==> config.mk <==
export PLATFORM = sky130hd
export DESIGN_NAME = haptic_pattern_player_flat
export DESIGN_NICKNAME = d
export VERILOG_FILES = /design/src/sv/hpp_pkg.sv /design/src/sv/hpp_ifs.sv /design/src/sv/hpp_step_search.sv /design/src/sv/haptic_pattern_player.sv /design/src/flat_wrapper.sv
export VERILOG_INCLUDE_DIRS = /design/src /design/src/sv
export SDC_FILE = /design/constraint.sdc
export NUM_CORES = 1
export LEC_CHECK = 0
export ABC_AREA = 1
export BUFFER_PORTS_ARGS = -buffer_cell sky130_fd_sc_hd__buf_2
export CAP_MARGIN = 30
export CORE_ASPECT_RATIO = 1.5
export CORE_MARGIN = 1.5
export CORE_UTILIZATION = 60
export CTS_BUF_LIST = sky130_fd_sc_hd__clkbuf_4 sky130_fd_sc_hd__clkbuf_8
export DETAILED_ROUTE_END_ITERATION = 8
export MAX_ROUTING_LAYER = met4
export PLACE_DENSITY = 0.78
export SYNTH_ARGS = -nofsm -noshare
export SYNTH_HDL_FRONTEND = slang
export SYNTH_HIERARCHICAL = 1
export SYNTH_SLANG_ARGS = --single-unit
==> constraint.sdc <==
create_clock -name clk -period 24.4 [get_ports clk]
set_input_delay 3.66 -clock clk [delete_from_list [all_inputs] [get_ports clk]]
set_output_delay 3.66 -clock clk [all_outputs]
set_load 0.05 [all_outputs]
==> src/sv/haptic_pattern_player_assert.svh <==
// assertion macros for the haptic pattern player
`ifndef HAPTIC_PATTERN_PLAYER_ASSERT_SVH
`define HAPTIC_PATTERN_PLAYER_ASSERT_SVH

// same-cycle implication, checked on every rising clock edge outside reset
`define HPP_ASSERT_NOW(lbl, ante, cons, msg) \
  lbl: assert property (@(posedge clk) disable iff (rst) (ante) |-> (cons)) else $error(msg);

// next-cycle implication
`define HPP_ASSERT_NEXT(lbl, ante, cons, msg) \
  lbl: assert property (@(posedge clk) disable iff (rst) (ante) |=> (cons)) else $error(msg);

`endif

==> src/sv/hpp_pkg.sv <==
`default_nettype none

package hpp_pkg;

  typedef enum logic [2:0] {
    ACT_TICK        = 3'd0,
    ACT_LOAD        = 3'd1,
    ACT_PLAY_LOADED = 3'd2,
    ACT_PLAY_PRESET = 3'd3,
    ACT_CANCEL      = 3'd4,
    ACT_SUSPEND     = 3'd5,
    ACT_RESUME      = 3'd6
  } action_t;

  typedef enum logic [1:0] {
    PH_IDLE = 2'd0,
    PH_ON   = 2'd1,
    PH_OFF  = 2'd2
  } phase_t;

  typedef enum logic [2:0] {
    PRE_TICK   = 3'd0,
    PRE_SHORT  = 3'd1,
    PRE_DOUBLE = 3'd2,
    PRE_LONG   = 3'd3,
    PRE_TRIPLE = 3'd4
  } preset_t;

  localparam logic [2:0]  PRESET_COUNT = 3'd5;
  localparam logic [6:0]  DUTY_MAX     = 7'd100;
  localparam logic [15:0] GUARD_RESET  = 16'd3300;

  localparam logic [15:0] TICK_ON_MS    = 16'd30;
  localparam logic [15:0] SHORT_ON_MS   = 16'd100;
  localparam logic [15:0] DOUBLE_ON_MS  = 16'd80;
  localparam logic [15:0] DOUBLE_OFF_MS = 16'd120;
  localparam logic [15:0] LONG_ON_MS    = 16'd600;
  localparam logic [15:0] TRIPLE_ON_MS  = 16'd60;
  localparam logic [15:0] TRIPLE_OFF_MS = 16'd80;

  // step word: on time in the upper half, off time in the lower half
  function automatic logic [31:0] preset_step(input logic [2:0] pid, input logic [4:0] slot);
    logic [31:0] s;
    s = '0;
    case (preset_t'(pid))
      PRE_TICK:   if (slot == 5'd0) s = {TICK_ON_MS, 16'd0};
      PRE_SHORT:  if (slot == 5'd0) s = {SHORT_ON_MS, 16'd0};
      PRE_DOUBLE: begin
        if (slot == 5'd0) s = {DOUBLE_ON_MS, DOUBLE_OFF_MS};
        else if (slot == 5'd1) s = {DOUBLE_ON_MS, 16'd0};
      end
      PRE_LONG:   if (slot == 5'd0) s = {LONG_ON_MS, 16'd0};
      PRE_TRIPLE: begin
        if (slot == 5'd0 || slot == 5'd1) s = {TRIPLE_ON_MS, TRIPLE_OFF_MS};
        else if (slot == 5'd2) s = {TRIPLE_ON_MS, 16'd0};
      end
      default:    s = '0;
    endcase
    return s;
  endfunction

  function automatic logic [7:0] preset_len(input logic [2:0] pid);
    logic [7:0] n;
    n = 8'd0;
    case (preset_t'(pid))
      PRE_TICK:   n = 8'd1;
      PRE_SHORT:  n = 8'd1;
      PRE_DOUBLE: n = 8'd2;
      PRE_LONG:   n = 8'd1;
      PRE_TRIPLE: n = 8'd3;
      default:    n = 8'd0;
    endcase
    return n;
  endfunction

endpackage

`default_nettype wire

==> src/sv/hpp_ifs.sv <==
`default_nettype none

interface hpp_req_if;
  logic        valid;
  logic        ready;
  logic [2:0]  action;
  logic [2:0]  step_index;
  logic [15:0] on_time_ms;
  logic [15:0] off_time_ms;
  logic [7:0]  step_count;
  logic [2:0]  preset_id;
  logic [7:0]  intensity;
  logic [15:0] supply_mv;

  modport source (
    output valid, action, step_index, on_time_ms, off_time_ms, step_count, preset_id,
    intensity, supply_mv,
    input ready
  );
  modport sink (
    input valid, action, step_index, on_time_ms, off_time_ms, step_count, preset_id,
    intensity, supply_mv,
    output ready
  );
endinterface

interface hpp_rsp_if;
  logic        valid;
  logic        ready;
  logic [6:0]  duty_level;
  logic        busy_res;
  logic        suspended;
  logic        accepted;
  logic [6:0]  last_intensity;
  logic [15:0] accept_total;
  logic [15:0] refuse_total;

  modport source (
    output valid, duty_level, busy_res, suspended, accepted, last_intensity, accept_total,
    refuse_total,
    input ready
  );
  modport sink (
    input valid, duty_level, busy_res, suspended, accepted, last_intensity, accept_total,
    refuse_total,
    output ready
  );
endinterface

`default_nettype wire

==> src/sv/hpp_step_search.sv <==
`default_nettype none

// lowest set bit of a playable-step mask
module hpp_step_search #(
  parameter int N = 8,
  localparam int IW = (N > 1) ? $clog2(N) : 1
) (
  input  wire logic [N-1:0]  mask,
  output logic               found,
  output logic [IW-1:0]      idx
);

  always_comb begin
    idx = '0;
    for (int i = N - 1; i >= 0; i--) begin
      if (mask[i]) idx = IW'(i);
    end
  end

  assign found = |mask;

endmodule

`default_nettype wire

==> src/sv/haptic_pattern_player.sv <==
// channel | dir | handshake          | payload
// req     | in  | req.valid/ready    | action, step slot, step times, count, preset, intensity, supply
// rsp     | out | rsp.valid/ready    | duty, busy, suspended, accepted, last intensity, counters
// cfg     | in  | cfg_valid/ready    | supply guard in mv (cfg_ready is always high)
//
// one transaction per cycle while the receiver takes results; each result is registered in the cycle after its request
// all work happens in the accept cycle; the result register parts the two sides
// a request is taken while the held result is being taken (req.ready = !rsp.valid | rsp.ready)
// rst is synchronous and clears control state, staging store and counters
// active step store has no reset; only entries marked playable are ever read
`default_nettype none
`include "haptic_pattern_player_assert.svh"

module haptic_pattern_player #(
  parameter int MAX_STEPS = 8
) (
  input  wire logic        clk,
  input  wire logic        rst,
  hpp_req_if.sink          req,
  hpp_rsp_if.source        rsp,
  input  wire logic        cfg_valid,
  output logic             cfg_ready,
  input  wire logic [15:0] cfg_data
);

  localparam int IDX_W = (MAX_STEPS > 1) ? $clog2(MAX_STEPS) : 1;

  logic [15:0]          guard_mv;
  logic [31:0]          staging [MAX_STEPS];
  logic [31:0]          active  [MAX_STEPS];
  logic [MAX_STEPS-1:0] act_mask;
  logic [6:0]           act_int;
  logic [IDX_W-1:0]     cur_step;
  logic [15:0]          cur_off;
  hpp_pkg::phase_t      phase;
  logic [15:0]          remaining;
  logic                 susp;
  logic [15:0]          acc_cnt;
  logic [15:0]          drop_cnt;
  logic [6:0]           seen;

  hpp_pkg::phase_t      phase_next;
  logic [15:0]          remaining_next;
  logic [IDX_W-1:0]     cur_step_next;
  logic [15:0]          cur_off_next;
  logic                 susp_next;
  logic [6:0]           act_int_next;
  logic [6:0]           seen_next;
  logic [15:0]          acc_cnt_next;
  logic [15:0]          drop_cnt_next;

  hpp_pkg::action_t     act;
  logic                 take;
  logic                 play_go;
  logic                 refused;
  logic                 play_ok;
  logic [6:0]           int_sat;
  logic [7:0]           src_count;
  logic [31:0]          src_step [MAX_STEPS];
  logic [MAX_STEPS-1:0] src_mask;
  logic [MAX_STEPS-1:0] above_mask;
  logic                 play_found;
  logic [IDX_W-1:0]     play_idx;
  logic                 next_found;
  logic [IDX_W-1:0]     next_idx;
  logic                 ent_found;
  logic [IDX_W-1:0]     ent_idx;
  logic [31:0]          ent_step;
  logic [15:0]          rem_dec;

  assign act       = hpp_pkg::action_t'(req.action);
  assign req.ready = !rsp.valid || rsp.ready;
  assign take      = req.valid && req.ready;
  assign cfg_ready = 1'b1;

  assign play_go = (act == hpp_pkg::ACT_PLAY_LOADED) ||
                   ((act == hpp_pkg::ACT_PLAY_PRESET) && (req.preset_id < hpp_pkg::PRESET_COUNT));
  assign refused = susp || ((req.supply_mv != 16'd0) && (req.supply_mv < guard_mv));
  assign play_ok = take && play_go && !refused;
  assign int_sat = (req.intensity > {1'b0, hpp_pkg::DUTY_MAX}) ? hpp_pkg::DUTY_MAX
                                                                 : req.intensity[6:0];

  // steps a play would copy in, and which of them have something to play
  assign src_count = (act == hpp_pkg::ACT_PLAY_PRESET) ? hpp_pkg::preset_len(req.preset_id)
                                                       : req.step_count;
  always_comb begin
    for (int i = 0; i < MAX_STEPS; i++) begin
      src_step[i] = (act == hpp_pkg::ACT_PLAY_PRESET) ?
                    hpp_pkg::preset_step(req.preset_id, 5'(i)) : staging[i];
      src_mask[i] = (int'(src_count) > i) && (src_step[i] != 32'd0);
      above_mask[i] = act_mask[i] && (i > int'(cur_step));
    end
  end

  hpp_step_search #(.N(MAX_STEPS)) u_play_search (
    .mask  (src_mask),
    .found (play_found),
    .idx   (play_idx)
  );

  hpp_step_search #(.N(MAX_STEPS)) u_next_search (
    .mask  (above_mask),
    .found (next_found),
    .idx   (next_idx)
  );

  // step to enter: first of a new play, or the one after the current step
  always_comb begin
    if (play_go) begin
      ent_found = play_found;
      ent_idx   = play_idx;
      ent_step  = src_step[play_idx];
    end else begin
      ent_found = next_found;
      ent_idx   = next_idx;
      ent_step  = active[next_idx];
    end
  end

  assign rem_dec = (remaining == 16'd0) ? 16'd0 : remaining - 16'd1;

  // next phase
  always_comb begin
    logic enter;
    enter          = 1'b0;
    phase_next     = phase;
    remaining_next = remaining;
    cur_step_next  = cur_step;
    cur_off_next   = cur_off;
    if (take) begin
      unique case (act)
        hpp_pkg::ACT_TICK: begin
          if (phase != hpp_pkg::PH_IDLE) begin
            if (rem_dec != 16'd0) begin
              remaining_next = rem_dec;
            end else if (phase == hpp_pkg::PH_ON && cur_off != 16'd0) begin
              phase_next     = hpp_pkg::PH_OFF;
              remaining_next = cur_off;
            end else begin
              enter = 1'b1;
            end
          end
        end
        hpp_pkg::ACT_PLAY_LOADED, hpp_pkg::ACT_PLAY_PRESET: begin
          enter = play_ok;
        end
        hpp_pkg::ACT_CANCEL, hpp_pkg::ACT_SUSPEND: begin
          phase_next     = hpp_pkg::PH_IDLE;
          remaining_next = 16'd0;
          cur_step_next  = '0;
        end
        default: begin
        end
      endcase
    end
    if (enter) begin
      if (!ent_found) begin
        phase_next     = hpp_pkg::PH_IDLE;
        remaining_next = 16'd0;
        cur_step_next  = '0;
      end else begin
        cur_step_next = ent_idx;
        cur_off_next  = ent_step[15:0];
        if (ent_step[31:16] != 16'd0) begin
          phase_next     = hpp_pkg::PH_ON;
          remaining_next = ent_step[31:16];
        end else begin
          phase_next     = hpp_pkg::PH_OFF;
          remaining_next = ent_step[15:0];
        end
      end
    end
  end

  // flags, counters and intensity
  always_comb begin
    susp_next     = susp;
    if (take && act == hpp_pkg::ACT_SUSPEND) susp_next = 1'b1;
    if (take && act == hpp_pkg::ACT_RESUME)  susp_next = 1'b0;
    act_int_next  = play_ok ? int_sat : act_int;
    seen_next     = play_ok ? int_sat : seen;
    acc_cnt_next  = acc_cnt + {15'd0, play_ok};
    drop_cnt_next = drop_cnt + {15'd0, take && play_go && refused};
  end

  always_ff @(posedge clk) begin
    if (rst) begin
      guard_mv  <= hpp_pkg::GUARD_RESET;
      act_mask  <= '0;
      act_int   <= '0;
      cur_step  <= '0;
      cur_off   <= '0;
      phase     <= hpp_pkg::PH_IDLE;
      remaining <= '0;
      susp      <= 1'b0;
      acc_cnt   <= '0;
      drop_cnt  <= '0;
      seen      <= '0;
      rsp.valid <= 1'b0;
      for (int i = 0; i < MAX_STEPS; i++) staging[i] <= '0;
    end else begin
      if (cfg_valid && cfg_ready) guard_mv <= cfg_data;
      if (take && act == hpp_pkg::ACT_LOAD) begin
        for (int i = 0; i < MAX_STEPS; i++) begin
          if (int'(req.step_index) == i) staging[i] <= {req.on_time_ms, req.off_time_ms};
        end
      end
      if (play_ok) act_mask <= src_mask;
      act_int   <= act_int_next;
      cur_step  <= cur_step_next;
      cur_off   <= cur_off_next;
      phase     <= phase_next;
      remaining <= remaining_next;
      susp      <= susp_next;
      acc_cnt   <= acc_cnt_next;
      drop_cnt  <= drop_cnt_next;
      seen      <= seen_next;
      if (take) rsp.valid <= 1'b1;
      else if (rsp.ready) rsp.valid <= 1'b0;
    end
  end

  // active store: copied whole on an accepted play
  always_ff @(posedge clk) begin
    if (play_ok) begin
      for (int i = 0; i < MAX_STEPS; i++) active[i] <= src_step[i];
    end
  end

  // result register
  always_ff @(posedge clk) begin
    if (take) begin
      rsp.duty_level     <= (phase_next == hpp_pkg::PH_ON) ? act_int_next : 7'd0;
      rsp.busy_res       <= (phase_next != hpp_pkg::PH_IDLE);
      rsp.suspended      <= susp_next;
      rsp.accepted       <= play_ok;
      rsp.last_intensity <= seen_next;
      rsp.accept_total   <= acc_cnt_next;
      rsp.refuse_total   <= drop_cnt_next;
    end
  end

  `HPP_ASSERT_NOW(a_live_phase_has_time, phase != hpp_pkg::PH_IDLE, remaining != 16'd0, "running phase with no time left")
  `HPP_ASSERT_NOW(a_duty_needs_busy, rsp.valid && rsp.duty_level != 7'd0, rsp.busy_res, "duty shown while not busy")
  `HPP_ASSERT_NOW(a_accept_not_suspended, rsp.valid && rsp.accepted, !rsp.suspended, "play accepted while suspended")
  `HPP_ASSERT_NEXT(a_suspend_stops, take && act == hpp_pkg::ACT_SUSPEND, susp && phase == hpp_pkg::PH_IDLE, "suspend did not stop pattern")

endmodule

`default_nettype wire

==> src/flat_wrapper.sv <==
// flat-port wrapper written by rule: the top's interface ports become plain ports
module haptic_pattern_player_flat 
#(
  parameter int MAX_STEPS = 8
)
  (clk, rst, cfg_valid, cfg_ready, cfg_data, req_valid, req_action, req_step_index, req_on_time_ms, req_off_time_ms, req_step_count, req_preset_id, req_intensity, req_supply_mv, req_ready, rsp_valid, rsp_duty_level, rsp_busy_res, rsp_suspended, rsp_accepted, rsp_last_intensity, rsp_accept_total, rsp_refuse_total, rsp_ready);
  hpp_req_if req_i ();
  hpp_rsp_if rsp_i ();
  input  wire logic clk;
  input  wire logic rst;
  input  wire logic cfg_valid;
  output logic cfg_ready;
  input  wire logic [15:0] cfg_data;
  input wire logic [$bits(req_i.valid)-1:0] req_valid;
  input wire logic [$bits(req_i.action)-1:0] req_action;
  input wire logic [$bits(req_i.step_index)-1:0] req_step_index;
  input wire logic [$bits(req_i.on_time_ms)-1:0] req_on_time_ms;
  input wire logic [$bits(req_i.off_time_ms)-1:0] req_off_time_ms;
  input wire logic [$bits(req_i.step_count)-1:0] req_step_count;
  input wire logic [$bits(req_i.preset_id)-1:0] req_preset_id;
  input wire logic [$bits(req_i.intensity)-1:0] req_intensity;
  input wire logic [$bits(req_i.supply_mv)-1:0] req_supply_mv;
  output wire logic [$bits(req_i.ready)-1:0] req_ready;
  output wire logic [$bits(rsp_i.valid)-1:0] rsp_valid;
  output wire logic [$bits(rsp_i.duty_level)-1:0] rsp_duty_level;
  output wire logic [$bits(rsp_i.busy_res)-1:0] rsp_busy_res;
  output wire logic [$bits(rsp_i.suspended)-1:0] rsp_suspended;
  output wire logic [$bits(rsp_i.accepted)-1:0] rsp_accepted;
  output wire logic [$bits(rsp_i.last_intensity)-1:0] rsp_last_intensity;
  output wire logic [$bits(rsp_i.accept_total)-1:0] rsp_accept_total;
  output wire logic [$bits(rsp_i.refuse_total)-1:0] rsp_refuse_total;
  input wire logic [$bits(rsp_i.ready)-1:0] rsp_ready;
  assign req_i.valid = req_valid;
  assign req_i.action = req_action;
  assign req_i.step_index = req_step_index;
  assign req_i.on_time_ms = req_on_time_ms;
  assign req_i.off_time_ms = req_off_time_ms;
  assign req_i.step_count = req_step_count;
  assign req_i.preset_id = req_preset_id;
  assign req_i.intensity = req_intensity;
  assign req_i.supply_mv = req_supply_mv;
  assign req_ready = req_i.ready;
  assign rsp_valid = rsp_i.valid;
  assign rsp_duty_level = rsp_i.duty_level;
  assign rsp_busy_res = rsp_i.busy_res;
  assign rsp_suspended = rsp_i.suspended;
  assign rsp_accepted = rsp_i.accepted;
  assign rsp_last_intensity = rsp_i.last_intensity;
  assign rsp_accept_total = rsp_i.accept_total;
  assign rsp_refuse_total = rsp_i.refuse_total;
  assign rsp_i.ready = rsp_ready;
  haptic_pattern_player #(.MAX_STEPS(MAX_STEPS)) u_core (.clk(clk), .rst(rst), .req(req_i), .rsp(rsp_i), .cfg_valid(cfg_valid), .cfg_ready(cfg_ready), .cfg_data(cfg_data));
endmodule
# Word level (Yosys, flattened, before mapping)

Memories as Yosys holds them, arrays and structs flattened.
Index checks and enable logic that the tools add are counted.

Register bits: 158
RAM bits: 512
Bits of input ports: 94
Output and inout port bits: 52
Memories kept: 2

Memories:

| name           | depth | bits a word | read ports | clocked after Yosys merged registers in | write ports | line                        | source |
|---|---|---|---|---|---|---|---|
| u_core.active  | 8     | 32          | 1          | 0                                       | 8           | haptic_pattern_player.sv:30 | `logic [31:0] active [MAX_STEPS];` |
| u_core.staging | 8     | 32          | 8          | 0                                       | 8           | haptic_pattern_player.sv:29 | `logic [31:0] staging [MAX_STEPS];` |

$add $sub $neg: 3
Order comparisons: 19
Eq/ne operators: 21
Muxes and demuxes: 111
Bitwise operators: 9
Reductions and logical operators: 60

Operators by type and width:

| cell                                                          | number |
|---|---|
| 2-to-1 mux 32 bit                                             | 19 |
| nonzero test 32 bit                                           | 8 |
| one-hot mux 26 bit (5 select lines)                           | 1 |
| 2-to-1 mux 16 bit                                             | 8 |
| binary-select mux 32 bit (select 3 bit)                       | 1 |
| nonzero test 16 bit                                           | 4 |
| 2-to-1 mux 3 bit                                              | 20 |
| one-hot mux 23 bit (2 select lines)                           | 1 |
| 2-to-1 mux 1 bit                                              | 45 |
| adder 16 x 1 -> 16 bit                                        | 2 |
| greater-than comparator 8 x 3 -> 1 bit, second input constant | 4 |
| one-hot mux 16 bit (2 select lines)                           | 1 |
| logical AND 1 bit                                             | 25 |
| equality test 3 bit, second input constant                    | 8 |
| 2-to-1 mux 22 bit                                             | 1 |
| 2-to-1 mux 7 bit                                              | 3 |
| equality test 3 x 2 -> 1 bit, second input constant           | 6 |
| greater-than comparator 8 x 1 -> 1 bit, second input constant | 2 |
| greater-than comparator 8 x 2 -> 1 bit, second input constant | 2 |
| zero test 16 bit                                              | 1 |
| < comparator 16 bit                                           | 1 |
| subtractor 16 x 1 -> 16 bit, second input constant            | 1 |
| 2-to-1 mux 2 bit                                              | 7 |
| greater-than comparator 3 bit, first input constant           | 4 |
| 26 further kinds                                              | 48 |

# Longest topological paths before layout

Gate-level depths: netlist of the first run.

Word-level depth: 24
Depth in mapped cells: 39
Mapped depth without buffers: 34

# Modules after synthesis

Netlist of the first run, hierarchy kept.

Modules (own cells, without submodules):

| module                | times used | cells an instance | area each (um2) | sequential area each (um2) |
|---|---|---|---|---|
| haptic_pattern_player | 1          | 3,578             | 31,983.2        | 19,008.2 |
| hpp_step_search       | 2          | 22                | 98.8            | 0.0 |

# Worst setup path before layout of the first run

Ideal clock, no wire load.

Kind: input to register
Start point: input req_supply_mv[5]
End point: register u_core.acc_cnt[14]
Arrival: 13.091 ns
Required time: 24.341 ns
Path slack: 11.250 ns
Stages on the path: 24
Path buffers: 1
Cell sequence: ha_1 a21oi_1 nor2_1 a211oi_1 nand2_1 nand2_1 nand3_1 nand3_1 clkbuf_1 clkinv_1 ha_1 ha_1 nand2_1 nor2_1 inv_1 nor2_1 nand2_1 nor3_1 nand3_1 nor2_1 and3_1 nand2_1 xor2_1 and2_1

Word-level cells in the longest chain between the ends: 6

Ends and longest elaborated chain:

| element                                                    | line                         | source |
|---|---|---|
| from (decl)                                                | flat_wrapper.sv:22           | `input wire logic [$bits(req_i.supply_mv)-1:0] req_supply_mv;` |
| < comparator 16 bit or nonzero test 16 bit (tied branches) | haptic_pattern_player.sv:78  | `assign refused = susp \|\| ((req.supply_mv != 16'd0) && (req.supply_mv < guard_mv));` |
| logical AND 1 bit (*)                                      | haptic_pattern_player.sv:78  |  |
| logical OR 1 bit (*)                                       | haptic_pattern_player.sv:78  |  |
| zero test 1 bit (*)                                        | haptic_pattern_player.sv:79  | `assign play_ok = take && play_go && !refused;` |
| logical AND 1 bit (*)                                      | haptic_pattern_player.sv:79  |  |
| named net u_core.play_ok                                   | haptic_pattern_player.sv:56  | `logic play_ok;` |
| adder 16 x 1 -> 16 bit (*)                                 | haptic_pattern_player.sv:182 | `acc_cnt_next = acc_cnt + {15'd0, play_ok};` |
| named net u_core.acc_cnt_next[14]                          | haptic_pattern_player.sv:49  | `logic [15:0] acc_cnt_next;` |
| to (signal assigned)                                       | haptic_pattern_player.sv:215 | `acc_cnt <= acc_cnt_next;` |
| to (decl)                                                  | haptic_pattern_player.sv:38  | `logic [15:0] acc_cnt;` |

The timed path passes the listed nets; every way through them passes the cells marked *.
A chain may end at the register's enable or synchronous reset.

==> results of run 1 <==
-- cells by family (layout without fill, tap and decap cells) --
group | count (synthesis) | count (layout) | share of synthesized area [%]
other | 2 | 5 | 0.0233
adder cells (fa/ha/maj) | 21 | 21 | 0.816
AND/OR/NAND/NOR | 1680 | 1680 | 21.8
flip-flops | 669 | 669 | 59.1
buffers and inverters | 686 | 871 | 8.47
AO/OA/AOI/OAI | 551 | 551 | 9.50
XOR/XNOR | 13 | 13 | 0.354
-- power breakdown --
| group | switching (mW) | internal (mW) | total [mW] |
|---|---|---|---|
| clock | 0.442 | 0.523 | 0.964 |
| combinational | 0.239 | 0.0794 | 0.318 |
| sequential | 0.0129 | 1.28 | 1.29 |
-- flip-flops by register name, indices dropped and copies added, names as in the netlist, 16 cells and up --
signal                   cells
u_core/rsp.refuse_total     16
u_core/active              256
u_core/cur_off              16
u_core/drop_cnt             16
u_core/guard_mv             16
u_core/rsp.accept_total     16
u_core/staging             256
u_core/acc_cnt              16
u_core/remaining            16
-- critical path, delay by kind of cell --
family,cells,cell delay [ns]
buffers and inverters,8,3.03
AND/OR/NAND/NOR,18,3.18
AO/OA/AOI/OAI,3,0.53
-- stage by stage --
| stage | worst slack (ns) | hold slack (ns) | instances |
|---|---|---|---|
| 2_1_floorplan | 11.25 | 0.431 | 3623 |
| 3_3_place_gp | 13.95 | 0.443 | 4304 |
| 3_5_place_dp | 13.90 | 0.450 | 4309 |
| 4_1_cts | 14.62 | 0.459 | 4489 |
| 5_1_grt | 13.95 | 0.479 | 4492 |
| 6_report | 14.35 | 0.458 | 4492 |
-- worst paths after layout --
check        slack [ns]                        to                   from  depth (start not counted)
max               14.35  u_core/rsp.duty_level[6]          req_action[2]                         29
min                0.46        u_core/act_mask[5]     u_core/act_mask[5]                          2
max reg2reg       18.47  u_core/rsp.duty_level[6]  u_core/staging[1][63]                         25
min reg2reg        0.46        u_core/act_mask[5]     u_core/act_mask[5]                          2
-- synth_stat cells (7+ instances only) --
| master | n | area [sq um] |
|---|---|---|
| nand2_1 | 584 | 2190 |
| inv_1 | 488 | 1830 |
| clkbuf_1 | 101 | 379 |
| nor2_1 | 723 | 2710 |
| a21oi_1 | 133 | 666 |
| nand3_1 | 219 | 1100 |
| buf_4 | 14 | 105 |
| o221ai_1 | 22 | 193 |
| nor2_2 | 18 | 113 |
| o22ai_1 | 23 | 144 |
| a31oi_1 | 13 | 81.3 |
| xor2_1 | 12 | 105 |
| a41oi_1 | 12 | 105 |
| buf_2 | 42 | 210 |
| nor4_1 | 30 | 188 |
| o211ai_1 | 28 | 210 |
| nor3_1 | 43 | 215 |
| inv_2 | 7 | 26.3 |
| buf_1 | 23 | 86.3 |
| dfxtp_1 | 108 | 2160 |
| ha_1 | 21 | 263 |
| edfxtp_1 | 561 | 16800 |
| nand4_1 | 28 | 175 |
| o21ai_1 | 35 | 175 |
| o21ai_0 | 271 | 1360 |
| nor2_4 | 7 | 78.8 |
-- per-layer routing --
| metal | wire (um) | track usage [%] |
|---|---|---|
| met3 | 8520 | 5.67 |
| met2 | 47700 | 60.3 |
| met5 | 0 | - |
| met4 | 6640 | 22.2 |
| met1 | 32000 | 39.6 |
-- cell type report --
class                           instances  area, sq um  share of cell area [%]
Clock buffer                          127         1610                    4.53
Tap cell                              682          853                    2.40
Inverter                              500         1890                    5.31
Multi-Input combinational cell       2268        10500                    29.7
Sequential cell                       669        19000                    53.5
Timing Repair Buffer                  191         1110                    3.12
Antenna cell                            2         5.00                  0.0141
Clock inverter                         53          512                    1.44
==> results_dict.tcl, run 1 <==
set metrics [dict create \
    power_mw 2.57 \
    clockBufferDepth 3 \
    place_congestion 1.01 \
    slowest_delay_ns 0.75 \
    drt_iter0_drc 2926 \
    ir_drop_uv 53.5 \
    rsz0062_at_grt "false" \
    critical_path_arrival_ns 10.49 \
    cts_resized 0 \
    layout_commonest_cell "nor2_1" \
    syn_area_sq_um 32200 \
    grt-ovfl-total 0 \
    tritoncts "yes" \
    placement.cell_area_sq_um 33400 \
    synthToLayoutAreaGrowth_pct 10.4 \
    status "completed" \
    final_cell_mix "nor2_1 (722), nand2_1 (584), edfxtp_1 (561)" \
    clk_latency_ns 0.70 \
    postRouteAntennaNets 0 \
    synth_seq_cells 669 \
    rows 103 \
    timing.setup.tns_ns 0 \
    ios 146 \
    clkTransAtPathRegs_ns 0.06 \
    coreArea_sq_um 52800 \
    fin_nets 3842 \
    drive_gt1_share_pct 11.1 \
    leakagePower_nw 15.1 \
    cp-end-kind "register" \
    cts_setup_buffers 0 \
    fmax_ghz 0.0995 \
    grtUsageTotal_pct 35.8 \
    seq_area_frac_synth_pct 59.1 \
    routed_wl_um 94900 \
    ys_types 50 \
    start_util_pct 60.9 \
    wire_per_inst_um 21.1 \
    synth_ff_type "edfxtp_1" \
    yosys_warnings 6 \
    hold_viol_final 0 \
    cts_root_buffer "clkbuf_8" \
    slew_headroom_pct 29.5 \
    p_per_area_nw_per_um2 72.4 \
    startpoint_type "input port" \
    die_area_sq_um 55100 \
    drc_errors 0 \
    cts_buffers 97 \
    dr.pass1.iters 6 \
    design_area_sq_um 35500 \
    synthArstFlopShare_pct 0 \
    hold_class "register to register" \
    grt_max_degree 106 \
    maxCapViolations 0 \
    num_vias 26463 \
    cts-hold-fix-buffers 0 \
    synthCells 3622 \
    final_util_pct 67.2 \
    finalMaxSlewViolations 0 \
    die_width_um 192 \
    port_buffers 144 \
    tightest_slew_ns 1.06 \
    critPathMaxFanout 68 \
    avgSynthCellArea_sq_um 8.88 \
    cp_data_required_time_ns 24.84 \
    fin_crit_ns 10.05 \
    synth_edf_count 561 \
    h-tree-depth 3 \
    fill_cells 4287 \
    die_height_um 287 \
    antenna_found_initial 2 \
    dpl.hpwl_um 62700 \
    grt_pass1_wl_um 143000 \
    fin_crit_sh_pct 41.2 \
    worst-setup-path-type "input port to register" \
    via_per_inst 5.89 \
    slowest_stage "clkinv_2" \
    grt_pass1_vias 25581 \
    finalSetupViolations 0 \
    cts.sink_count 669 \
    finClkSkew_ns 0.0306 \
]
Power figures use the tool's default switching activity.
==> run 2, diff against run 1 <==
==> constraint.sdc (replaced) <==
create_clock -name clk -period 9.9 [get_ports clk]
set_input_delay 1.485 -clock clk [delete_from_list [all_inputs] [get_ports clk]]
set_output_delay 1.485 -clock clk [all_outputs]
set_load 0.05 [all_outputs]
==> run 2 against run 1 <==
  * Sequential share of layout area is 0.058 points lower
  * Non-clock buffer count is 5 higher
  * Flip-flop and latch count stayed put
  * Power is 140% higher
  * Design area is 0.11% higher
  * Critical path type unchanged
  * Largest cell class unchanged
==> results_dict.tcl, run 2 (same netlist as run 1, synthesis figures left out) <==
set metrics [dict create \
    status "completed" \
    grt-ovfl-total 0 \
    coreArea_sq_um 52800 \
    clkPwrFrac_pct 37.2 \
    ir_drop_uv 154 \
    start_util_pct 60.9 \
    combPwrFrac_pct 12.4 \
    postRouteAntennaNets 0 \
    port_buffers 144 \
    hp-start "u_core/guard_mv[4]" \
    hold_slack_ns 0.464 \
    die_height_um 287 \
    die_width_um 192 \
    cp-end-kind "register" \
    h-tree-depth 3 \
    finalMaxSlewViolations 0 \
    hold_viol_final 0 \
    critPathMaxFanout 73 \
    cts_setup_buffers 0 \
    fmax_ghz 0.128 \
    grt_max_degree 127 \
    synthToLayoutAreaGrowth_pct 10.5 \
    antenna_found_initial 3 \
    drive_gt1_share_pct 11.2 \
    cts_resized 0 \
    cp_data_required_time_ns 10.36 \
    cts_buffers 95 \
    clockBufferDepth 3 \
    fin_nets 3845 \
    cts.sink_count 669 \
    rows 103 \
    dp_slack_ns 1.73 \
    hold_class "register to register" \
    finalSetupViolations 0 \
    crit_top_cell "nand2_1" \
    final_cell_mix "nor2_1 (722), nand2_1 (584), edfxtp_1 (561)" \
    tightest_slew_ns 1.01 \
    maxCapViolations 0 \
    finClkSkew_ns 0.0322 \
    slew_headroom_pct 32.3 \
    slowest_stage "nor4_1" \
    grt_pass1_wl_um 140000 \
    tritoncts "yes" \
    place_congestion 0.984 \
    ios 146 \
    p_int_mw 4.61 \
    dr.pass1.iters 6 \
    critical_path_arrival_ns 8.25 \
    reg2reg_from "u_core/cur_step[2]" \
    grtUsageTotal_pct 35.1 \
    p_seq_share_pct 50.4 \
    fin_crit_ns 7.79 \
    swShare_pct 26.8 \
    slowest_delay_ns 0.89 \
    fin_ws_ns 2.11 \
    worst-setup-path-type "input port to register" \
    cts_root_buffer "clkbuf_8" \
    rsz0062_at_grt "false" \
    via_per_inst 5.89 \
    num_vias 26458 \
    startpoint_type "input port" \
    p_per_area_nw_per_um2 177 \
    startpoint "req_action[1]" \
    wire_per_inst_um 20.7 \
    cts-hold-fix-buffers 0 \
    routed_wl_um 92900 \
    switching_power_mw 1.69 \
    clk_latency_ns 0.73 \
    cp_top_family "simple AND/OR/NAND/NOR gates" \
    critPathBufInv 6 \
    fin_crit_sh_pct 78.7 \
    clkTransAtPathRegs_ns 0.06 \
    leakagePower_nw 15.2 \
    die_area_sq_um 55100 \
    drc_errors 0 \
    drt_iter0_drc 2783 \
    layout_commonest_cell "nor2_1" \
    dpl.hpwl_um 61200 \
    timing.setup.tns_ns 0 \
    grt_pass1_vias 25567 \
    top_regs "u_core/active x256, u_core/staging x256" \
]
==> run 2: changes by cell type in the layout (fill, tap and decap cells not counted), moves of 2 or more <==
cell / delta
clkinv_1: -5
buf_4: +4
clkbuf_8: -3
inv_6: +3
buf_16: +2
clkinv_2: +2
clkinv_8: -2
==> run 2: power by group through the flow <==
stage / Combinational (mW) / Clock (mW) / Sequential [mW]
after floorplan: 0.468 / 0 / 3.27
after global placement: 0.747 / 0 / 3.23
after detailed placement: 0.759 / 0 / 3.24
after CTS: 0.762 / 2.36 / 3.18
after global routing: 0.841 / 2.47 / 3.18
final: 0.778 / 2.34 / 3.18
==> run 2: tightest hold or removal path: cells and delay by family (launching register included) <==
family / cells / cell delay (ns)
DFF: 1 / 0.30
buffers and inverters: 1 / 0.06
AOI/OAI and AO/OA: 1 / 0.06
==> run 2: metal layers <==
layer	up-vias	wire length [um]	GRT usage [%]
met5	-	0	-
met4	0	7260	24.3
met3	405	8320	5.97
met2	1565	46600	59.7
met1	12250	30700	37.0
li1	12238	-	-
==> run 2: final timing paths <==
| kind | to | slack (ns) | cells after the start |
|---|---|---|---|
| hold reg to reg | u_core/guard_mv[4] | 0.46 | 2 |
| setup reg to reg | u_core/rsp.duty_level[0] | 3.90 | 26 |
| setup / recovery | u_core/rsp.duty_level[0] | 2.11 | 29 |
| hold / removal | u_core/guard_mv[4] | 0.46 | 2 |
==> run 2: final cells by class <==
cell class | count | area [sq um]
clock buffers | 125 | 1580
fillers | 4217 | 17300
clock inverters | 51 | 487
well taps | 682 | 853
repair buffers | 196 | 1200
flip-flops and latches | 669 | 19000
multi-input cells | 2268 | 10500
diodes | 3 | 7.51
inverters | 500 | 1890
==> run 2: metrics by stage <==
stage / total power, mW / utilization (%) / instances / area [sq um]
2_1_floorplan: 3.74 / - / 3623 / 32200
3_3_place_gp: 3.98 / 63.2 / 4309 / 33400
3_5_place_dp: 3.99 / 63.3 / 4314 / 33500
4_1_cts: 6.30 / 67.3 / 4490 / 35500
5_1_grt: 6.49 / 67.3 / 4494 / 35600
6_report: 6.30 / 67.3 / 4494 / 35600
